[config.mk]
export PLATFORM = sky130hd
export DESIGN_NAME = tmam_ctrl
export DESIGN_NICKNAME = d
export VERILOG_FILES = /design/src/sv/tmam_pkg.sv /design/src/sv/tmam_ctrl.sv
export SDC_FILE = /design/constraint.sdc
export NUM_CORES = 1
export LEC_CHECK = 0
export BUFFER_PORTS_ARGS = -buffer_cell sky130_fd_sc_hd__buf_2
export CORE_MARGIN = 3
export CORE_UTILIZATION = 50
export CTS_CLUSTER_DIAMETER = 80
export CTS_CLUSTER_SIZE = 30
export DETAILED_ROUTE_END_ITERATION = 16
export HOLD_SLACK_MARGIN = 0.12
export MAX_ROUTING_LAYER = met4
export PLACE_DENSITY = 0.77
export SLEW_MARGIN = 10
export SYNTH_ARGS = -nofsm -noshare
export SYNTH_HDL_FRONTEND = slang
export SYNTH_SLANG_ARGS = --single-unit
export TNS_END_PERCENT = 50
[constraint.sdc]
create_clock -name clock -period 2 [get_ports clock]
set_clock_uncertainty 0.05 [all_clocks]
set_input_delay 0.5 -clock clock [delete_from_list [all_inputs] [get_ports clock]]
set_output_delay 0.5 -clock clock [all_outputs]
set_load 0.005 [all_outputs]
[src/sv/tmam_pkg.sv]
package tmam_pkg;

   localparam int COUNT_BITS_DEF = 24;
   localparam int COORD_BITS_DEF = 16;

   // edge components are brought below 2^NORM_BITS before squaring
   localparam int NORM_BITS  = 17;
   localparam int SQ_BITS    = 2 * NORM_BITS + 2;
   localparam int LEN_BITS   = 31;
   localparam int NUM_BITS   = SQ_BITS + 3;
   localparam int DIV_BITS   = 64;
   localparam int ROOT_BITS  = DIV_BITS / 2;
   localparam int ROOT_STEPS = DIV_BITS / 2;
   localparam int LEN_PRE    = 26;
   localparam int COS_PRE    = 26;
   localparam int COS_FRAC   = 30;
   localparam int SUM_BITS   = 40;
   localparam int QUO_BITS   = SUM_BITS + 1;
   localparam int CORDIC_STEPS = 20;
   localparam int XY_BITS    = 34;
   localparam int Z_BITS     = 27;
   localparam int ATAN_BITS  = 22;
   localparam int Z_90       = 90 << 16;
   localparam int Z_180      = 180 << 16;
   localparam int ANGLE_BITS = 16;
   localparam int ANGLE_MAX  = 46080;
   localparam int STEP_BITS  = 6;
   localparam int OP_BITS    = 5;

   localparam logic [OP_BITS-1:0] OP_NONE      = 5'd0;
   localparam logic [OP_BITS-1:0] OP_LOAD      = 5'd1;
   localparam logic [OP_BITS-1:0] OP_MAG       = 5'd2;
   localparam logic [OP_BITS-1:0] OP_PREP      = 5'd3;
   localparam logic [OP_BITS-1:0] OP_SQ        = 5'd4;
   localparam logic [OP_BITS-1:0] OP_ROOT_LOAD = 5'd5;
   localparam logic [OP_BITS-1:0] OP_ROOT_STEP = 5'd6;
   localparam logic [OP_BITS-1:0] OP_LEN       = 5'd7;
   localparam logic [OP_BITS-1:0] OP_DEN       = 5'd8;
   localparam logic [OP_BITS-1:0] OP_DCHK      = 5'd9;
   localparam logic [OP_BITS-1:0] OP_DIV_STEP  = 5'd10;
   localparam logic [OP_BITS-1:0] OP_CSQ       = 5'd11;
   localparam logic [OP_BITS-1:0] OP_CINIT     = 5'd12;
   localparam logic [OP_BITS-1:0] OP_CSTEP     = 5'd13;
   localparam logic [OP_BITS-1:0] OP_ASTORE    = 5'd14;
   localparam logic [OP_BITS-1:0] OP_ACCUM     = 5'd15;
   localparam logic [OP_BITS-1:0] OP_MEAN_LOAD = 5'd16;
   localparam logic [OP_BITS-1:0] OP_FINISH    = 5'd17;

   typedef struct packed {
      logic [OP_BITS-1:0]   op;
      logic [1:0]           idx;
      logic [STEP_BITS-1:0] step;
   } cmd_type;

   typedef struct packed {
      logic degen;
      logic cos_sat;
      logic last;
   } status_type;

   // arctangent of 2^-i in degrees Q6.16
   function automatic logic [ATAN_BITS-1:0] atan_q16(input logic [4:0] i);
      logic [ATAN_BITS-1:0] a;
      unique case (i)
         5'd0:  a = 22'd2949120;
         5'd1:  a = 22'd1740967;
         5'd2:  a = 22'd919879;
         5'd3:  a = 22'd466945;
         5'd4:  a = 22'd234379;
         5'd5:  a = 22'd117304;
         5'd6:  a = 22'd58666;
         5'd7:  a = 22'd29335;
         5'd8:  a = 22'd14668;
         5'd9:  a = 22'd7334;
         5'd10: a = 22'd3667;
         5'd11: a = 22'd1833;
         5'd12: a = 22'd917;
         5'd13: a = 22'd458;
         5'd14: a = 22'd229;
         5'd15: a = 22'd115;
         5'd16: a = 22'd57;
         5'd17: a = 22'd29;
         5'd18: a = 22'd14;
         5'd19: a = 22'd7;
         default: a = '0;
      endcase
      return a;
   endfunction

endpackage

[src/sv/tmam_ctrl.sv]
module tmam_ctrl (
   input  logic                 clock,
   input  logic                 reset,
   input  logic                 req_valid,
   output logic                 req_ready,
   output logic                 rsp_valid,
   input  logic                 rsp_ready,
   input  tmam_pkg::status_type status,
   output tmam_pkg::cmd_type    cmd
);

   localparam int SW = 5;
   localparam logic [SW-1:0] S_IDLE   = 5'd0;
   localparam logic [SW-1:0] S_MAG    = 5'd1;
   localparam logic [SW-1:0] S_PREP   = 5'd2;
   localparam logic [SW-1:0] S_SQ     = 5'd3;
   localparam logic [SW-1:0] S_RLOAD  = 5'd4;
   localparam logic [SW-1:0] S_RSTEP  = 5'd5;
   localparam logic [SW-1:0] S_LEN    = 5'd6;
   localparam logic [SW-1:0] S_DEN    = 5'd7;
   localparam logic [SW-1:0] S_DCHK   = 5'd8;
   localparam logic [SW-1:0] S_DSTEP  = 5'd9;
   localparam logic [SW-1:0] S_CSQ    = 5'd10;
   localparam logic [SW-1:0] S_ASTEP  = 5'd11;
   localparam logic [SW-1:0] S_CINIT  = 5'd12;
   localparam logic [SW-1:0] S_CSTEP  = 5'd13;
   localparam logic [SW-1:0] S_ASTORE = 5'd14;
   localparam logic [SW-1:0] S_ACCUM  = 5'd15;
   localparam logic [SW-1:0] S_MLOAD  = 5'd16;
   localparam logic [SW-1:0] S_MSTEP  = 5'd17;
   localparam logic [SW-1:0] S_DONE   = 5'd18;

   localparam int STB = tmam_pkg::STEP_BITS;
   localparam logic [STB-1:0] LAST_ROOT = STB'(tmam_pkg::ROOT_STEPS - 1);
   localparam logic [STB-1:0] LAST_COS  = STB'(tmam_pkg::COS_FRAC - 1);
   localparam logic [STB-1:0] LAST_ROT  = STB'(tmam_pkg::CORDIC_STEPS - 1);
   localparam logic [STB-1:0] LAST_MEAN = STB'(tmam_pkg::QUO_BITS - 1);

   logic [SW-1:0]  state_ff, state_in;
   logic [1:0]     idx_ff, idx_in;
   logic [STB-1:0] step_ff, step_in;
   logic           rsp_valid_ff, rsp_valid_in;

   always_comb begin
      state_in = state_ff;
      idx_in   = idx_ff;
      step_in  = step_ff;
      cmd.op   = tmam_pkg::OP_NONE;
      cmd.idx  = idx_ff;
      cmd.step = step_ff;
      unique case (state_ff)
         S_IDLE: begin
            if (req_valid) begin
               cmd.op   = tmam_pkg::OP_LOAD;
               state_in = S_MAG;
            end
         end
         S_MAG: begin
            cmd.op   = tmam_pkg::OP_MAG;
            state_in = S_PREP;
         end
         S_PREP: begin
            if (status.degen) begin
               state_in = S_ACCUM;
            end else begin
               cmd.op   = tmam_pkg::OP_PREP;
               idx_in   = '0;
               step_in  = '0;
               state_in = S_SQ;
            end
         end
         S_SQ: begin
            cmd.op = tmam_pkg::OP_SQ;
            if (step_ff == STB'(2)) begin
               step_in = '0;
               if (idx_ff == 2'd2) begin
                  idx_in   = '0;
                  state_in = S_RLOAD;
               end else begin
                  idx_in = idx_ff + 1'b1;
               end
            end else begin
               step_in = step_ff + 1'b1;
            end
         end
         S_RLOAD: begin
            cmd.op   = tmam_pkg::OP_ROOT_LOAD;
            step_in  = '0;
            state_in = S_RSTEP;
         end
         S_RSTEP: begin
            cmd.op = tmam_pkg::OP_ROOT_STEP;
            if (step_ff == LAST_ROOT) begin
               step_in  = '0;
               state_in = S_LEN;
            end else begin
               step_in = step_ff + 1'b1;
            end
         end
         S_LEN: begin
            cmd.op = tmam_pkg::OP_LEN;
            if (idx_ff == 2'd2) begin
               idx_in   = '0;
               state_in = S_DEN;
            end else begin
               idx_in   = idx_ff + 1'b1;
               state_in = S_RLOAD;
            end
         end
         S_DEN: begin
            cmd.op   = tmam_pkg::OP_DEN;
            state_in = S_DCHK;
         end
         S_DCHK: begin
            cmd.op   = tmam_pkg::OP_DCHK;
            step_in  = '0;
            state_in = status.cos_sat ? S_CSQ : S_DSTEP;
         end
         S_DSTEP: begin
            cmd.op = tmam_pkg::OP_DIV_STEP;
            if (step_ff == LAST_COS) begin
               step_in  = '0;
               state_in = S_CSQ;
            end else begin
               step_in = step_ff + 1'b1;
            end
         end
         S_CSQ: begin
            cmd.op   = tmam_pkg::OP_CSQ;
            step_in  = '0;
            state_in = S_ASTEP;
         end
         S_ASTEP: begin
            cmd.op = tmam_pkg::OP_ROOT_STEP;
            if (step_ff == LAST_ROOT) begin
               step_in  = '0;
               state_in = S_CINIT;
            end else begin
               step_in = step_ff + 1'b1;
            end
         end
         S_CINIT: begin
            cmd.op   = tmam_pkg::OP_CINIT;
            step_in  = '0;
            state_in = S_CSTEP;
         end
         S_CSTEP: begin
            cmd.op = tmam_pkg::OP_CSTEP;
            if (step_ff == LAST_ROT) begin
               step_in  = '0;
               state_in = S_ASTORE;
            end else begin
               step_in = step_ff + 1'b1;
            end
         end
         S_ASTORE: begin
            cmd.op = tmam_pkg::OP_ASTORE;
            if (idx_ff == 2'd2) begin
               idx_in   = '0;
               state_in = S_ACCUM;
            end else begin
               idx_in   = idx_ff + 1'b1;
               state_in = S_DEN;
            end
         end
         S_ACCUM: begin
            cmd.op   = tmam_pkg::OP_ACCUM;
            state_in = status.last ? S_MLOAD : S_DONE;
         end
         S_MLOAD: begin
            cmd.op   = tmam_pkg::OP_MEAN_LOAD;
            step_in  = '0;
            state_in = S_MSTEP;
         end
         S_MSTEP: begin
            cmd.op = tmam_pkg::OP_DIV_STEP;
            if (step_ff == LAST_MEAN) begin
               step_in  = '0;
               state_in = S_DONE;
            end else begin
               step_in = step_ff + 1'b1;
            end
         end
         S_DONE: begin
            // output register free, or its transfer completes this cycle
            if (!rsp_valid_ff || rsp_ready) begin
               cmd.op   = tmam_pkg::OP_FINISH;
               state_in = S_IDLE;
            end
         end
         default: state_in = S_IDLE;
      endcase
   end

   always_comb begin
      if (cmd.op == tmam_pkg::OP_FINISH)
         rsp_valid_in = 1'b1;
      else if (rsp_ready)
         rsp_valid_in = 1'b0;
      else
         rsp_valid_in = rsp_valid_ff;
   end

   always_ff @(posedge clock) begin
      if (reset) begin
         state_ff     <= S_IDLE;
         idx_ff       <= '0;
         step_ff      <= '0;
         rsp_valid_ff <= 1'b0;
      end else begin
         state_ff     <= state_in;
         idx_ff       <= idx_in;
         step_ff      <= step_in;
         rsp_valid_ff <= rsp_valid_in;
      end
   end

   assign req_ready = (state_ff == S_IDLE);
   assign rsp_valid = rsp_valid_ff;

   a_no_overwrite: assert property (@(posedge clock) disable iff (reset)
      (cmd.op == tmam_pkg::OP_FINISH) |-> (!rsp_valid_ff || rsp_ready))
      else $error("result register loaded while holding an untaken result");

   a_finish_shows: assert property (@(posedge clock) disable iff (reset)
      (cmd.op == tmam_pkg::OP_FINISH) |=> rsp_valid_ff)
      else $error("finished result not presented");

   a_step_range: assert property (@(posedge clock) disable iff (reset)
      (step_ff <= LAST_MEAN) && (idx_ff != 2'd3))
      else $error("sequencer counter out of range");

   a_accept_starts: assert property (@(posedge clock) disable iff (reset)
      (req_valid && req_ready) |=> (state_ff == S_MAG))
      else $error("accepted triangle not started");

endmodule

# Word-level counts from Yosys, hierarchy flattened

Cells that the tools add are included.
Widths: inputs -> output; s select.

Output and inout port bits: 15
Input port bits: 7
Register bits after elaboration: 14
Logic and storage cells: 86

Equal/unequal tests: 35
Add/subtract/negate cells: 2
Reduce and logical (&&, ||, !) cells: 13
Multiplexer cells: 32

Operators by type and width:

| operator            | count |
|---|---|
| $pmux 5 s19         | 1 |
| $pmux 5 s17         | 1 |
| $mux 5              | 10 |
| $pmux 6 s7          | 1 |
| $eq 5x4->1 const B  | 8 |
| $mux 6              | 6 |
| $eq 5x3->1 const B  | 4 |
| $eq 5x5->1 const B  | 4 |
| $ne 2x2->1 const B  | 10 |
| $eq 6x5->1 const B  | 3 |
| $mux 2              | 7 |
| $eq 5x2->1 const B  | 2 |
| $reduce_and 9->1    | 1 |
| $mux 4              | 2 |
| $reduce_bool 7->1   | 1 |
| $add 6x1->6 const B | 1 |
| $eq 6x2->1 const B  | 1 |
| $eq 6x6->1 const B  | 1 |
| $pmux 2 s3          | 1 |
| $reduce_or 2->1     | 3 |
| $eq 5x1->1 const B  | 1 |
| $logic_not 5->1     | 1 |
| $reduce_or 5->1     | 1 |
| $mux 1              | 3 |
| 8 further kinds     | 8 |

# Longest topological paths before layout

Depth in word-level cells: 6
Gate-level depth with buffers: 8
Depth with buffers taken out: 8

# Worst setup path after synthesis

No wires, ideal clock.

Path kind: flip-flop to output port
Start point: register state_ff[1]
End point: output port cmd[8] (netlist bit)
Cell stages (with the launch flop): 7
Data required time: 1.450 ns
Slack: 0.152 ns
Data arrival time: 1.298 ns
Cell sequence: dfxtp_1 > clkbuf_1 > buf_2 > mux2i_1 > o22ai_1 > nand2_1 > o21ai_0

RTL lines:

| item                   | RTL line         | RTL |
|---|---|---|
| start, declared        | tmam_ctrl.sv:39  | `logic [SW-1:0] state_ff, state_in;` |
| start signal, assigned | tmam_ctrl.sv:211 | `state_ff <= state_in;` |
| end, declared          | tmam_ctrl.sv:9   | `output tmam_pkg::cmd_type cmd` |

==> impl_metrics.tcl <==
set metrics [dict create \
    status "finished, violations left" \
    violations "setup timing" \
    vdd_drop_max_v 0.000785 \
    yosysTopAreaCellShare_pct 22.3 \
    r2r_start "state_ff[2]" \
    syn_area_per_cell_sq_um 7.18 \
    worst_setup_path_end_kind "output pin" \
    antenna_found_initial 0 \
    grt.overflow.total 0 \
    final_common_cell "buf_4" \
    cp_slowest_stage_delay_ns 0.45 \
    utilization_pct 74.6 \
    pwr-share-comb_pct 68.8 \
    wl_per_cell_um 17.8 \
    netlist_area_sq_um 1260 \
    grt_pass1_wl_um 6400 \
    hold_viol_final 0 \
    dpl_cell_area_sq_um 1480 \
    fill_cells 155 \
    grtUsageTotal_pct 25.7 \
    dp_cells 228 \
    crit_path_max_fanout 13 \
    drive_gt1_share_pct 36.1 \
    die_area_sq_um 3150 \
    slowest_stage "dfxtp_4" \
    reg2regPathDepth 8 \
    drt_wl_total_um 4340 \
    layout.nets 228 \
    n_antenna_cell 0 \
    ys_types 45 \
    path_cells "and2_4 > mux2i_1 > o21ai_0 > buf_2" \
    dr_wl_met2_um 2020 \
    synth_nets 186 \
    synth_warnings 0 \
    r2r_slack_ns 0.03 \
    htree_levels 1 \
    clk_path_buf_depth 2 \
    io_pins 22 \
    grt_pass1_vias 1394 \
    pwr-share-seq_pct 20.9 \
    cts-root-buf "clkbuf_4" \
    startpoint "state_ff[1]" \
    setup_slack_ns -0.106 \
    instances_no_fill 244 \
    crit_arrival_ns 1.56 \
    p_int_mw 1.14 \
    dr.pass1.iters 5 \
    endpoint "cmd[11]" \
    highest_layer "met4" \
    swShare_pct 46.1 \
    final_cell_mix "buf_4, buf_2, o21ai_0" \
    rsz0062_at_grt "true" \
    synth-edff-count 0 \
    fin_area_sq_um 1710 \
    rr_endpoint "state_ff[2]" \
    synth_top_area_cell "dfxtp_1" \
    synth_area_leaders "dfxtp_1, o21ai_0, mux2i_1, nand2_1, nor2_1" \
    ant_nets 0 \
    io_buffers 21 \
    cp-start-kind "flop" \
    leakage_nw 0.715 \
    gp_congestion 0.902 \
    syn_inst 175 \
    power.switching_mw 0.977 \
    worstSetupPathType "flop to output pin" \
    critPathTopFamily "flip-flops" \
    fp.dieW_um 56.1 \
    hold_class "flop to flop" \
    ys_async_sr_fraction_pct 0 \
    setup_viol 2 \
    die_h_um 56.1 \
    clk_latency_ns 0.29 \
    cts_made_buffers 3 \
    start_util_pct 54.7 \
    fp.coreArea_sq_um 2300 \
    rows 17 \
    p_per_area_nw_per_um2 1240 \
    avgViaCountPerCell 6.48 \
    grt_max_degree 17 \
    dp_hpwl_um 2530 \
    relSlewSlack_pct 73.1 \
    clkPwrFrac_pct 10.3 \
    fmax_mhz 475 \
    area_growth_pct 36.4 \
    fin_crit_ns 2.11 \
    path_buf_inv 1 \
    cts_tree "yes" \
    vias 1580 \
    maxCapViolCount 0 \
    design_power_total_mw 2.12 \
    met3_length_um 368 \
    drt_iter0_drc 112 \
    cp.depth 4 \
    worstPathRequired_ns 1.45 \
    synth_top_flop_cell "dfxtp_1" \
    dpl_worst_slack_ns -0.00783 \
    tightest_slew_ns 0.393 \
    period_share_pct 105 \
    slew_viol_final 0 \
    ys_ff_latch 14 \
    cts_sinks 14 \
    yosysSeqAreaShare_pct 22.3 \
    clk_pin_slew_ns 0.10 \
    drc 0 \
    wl_met1_um 1800 \
]
-- state kept, by name (all words and copies together), names as in the netlist --
signal     flops
state_ff       5
rsp_valid      1
idx_ff         2
step_ff        6
-- layout make-up --
type	instances	area, sq um	share of cell area, %
multi-input cells	142	972	56.8
repair buffers	49	347	20.2
flip-flops and latches	14	297	17.3
clock buffers	4	36.3	2.12
well taps	28	35.0	2.05
inverters	7	26.3	1.53
-- cell usage after synthesis, types with 2 or more instances --
| library cell | count |
|---|---|
| a2111oi_0 | 2 |
| a211oi_2 | 2 |
| a21oi_1 | 11 |
| a22oi_1 | 2 |
| a31oi_1 | 4 |
| and3_1 | 3 |
| buf_1 | 3 |
| buf_2 | 5 |
| clkbuf_1 | 4 |
| dfxtp_1 | 14 |
| ha_1 | 4 |
| inv_1 | 7 |
| mux2i_1 | 7 |
| nand2_1 | 16 |
| nand2b_1 | 6 |
| nand3_1 | 6 |
| nand3b_1 | 5 |
| nand4_1 | 2 |
| nor2_1 | 15 |
| nor2b_1 | 4 |
| nor3_1 | 3 |
| nor3b_1 | 5 |
| nor4_1 | 2 |
| o21ai_0 | 20 |
| o32a_1 | 2 |
| xnor2_1 | 2 |
-- logic make-up (layout without fill, tap and decap cells) --
family | Yosys count | count (layout) | share of synthesized area (%)
buf+inv | 19 | 60 | 6.17
fa+ha+maj | 4 | 4 | 3.98
flops | 14 | 14 | 22.3
simple gates | 77 | 77 | 34.5
xor+xnor | 2 | 2 | 1.39
mux | 7 | 7 | 5.58
compound gates | 52 | 52 | 26.1
-- through the flow --
| stage | hold WS (ns) | TNS [ns] |
|---|---|---|
| floorplan | 0.451 | 0 |
| global placement | 0.453 | 0 |
| detailed placement | 0.475 | -0.00783 |
| CTS | 0.488 | 0 |
| global route | 0.515 | -0.442 |
| finish | 0.506 | -0.181 |
-- worst reg2reg max path: cells and delay by family, from the launching register on --
family,cells,cell delay (ns)
AOI/OAI and AO/OA,4,0.68
and+or+nand+nor,2,0.52
DFF,1,0.41
buffers and inverters,2,0.22
-- power by group through the flow --
stage               registers (mW)  logic (mW)  clock network (mW)
floorplan                    0.368       0.778                   0
detailed placement           0.439        1.08                   0
global placement             0.430        1.06                   0
CTS                          0.439        1.18               0.215
global route                 0.446        1.58               0.227
finish                       0.443        1.46               0.219
-- per-layer routing --
layer	vias up	track usage, %
li1	718	-
met1	745	32.0
met2	99	40.9
met3	18	4.18
met4	0	11.2
met5	-	-
-- how the worst min path moves through the flow --
stage               startpoint          to  depth (start not counted)
finish              step_ff[0]  step_ff[0]                          2
detailed placement  step_ff[0]  step_ff[0]                          2
floorplan           step_ff[0]  step_ff[0]                          2
global placement    step_ff[0]  step_ff[0]                          2
global route        step_ff[0]  step_ff[0]                          2
CTS                 step_ff[0]  step_ff[0]                          2
-- what timing repair did --
action / CTS / global route
hold buffers: 0 / 0
resized for setup: 14 / 23
setup endpoints to repair: 7 / 14
pin swaps: 0 / 10
buffers inserted: 6 / 6
Power figures use the tool's default switching activity.
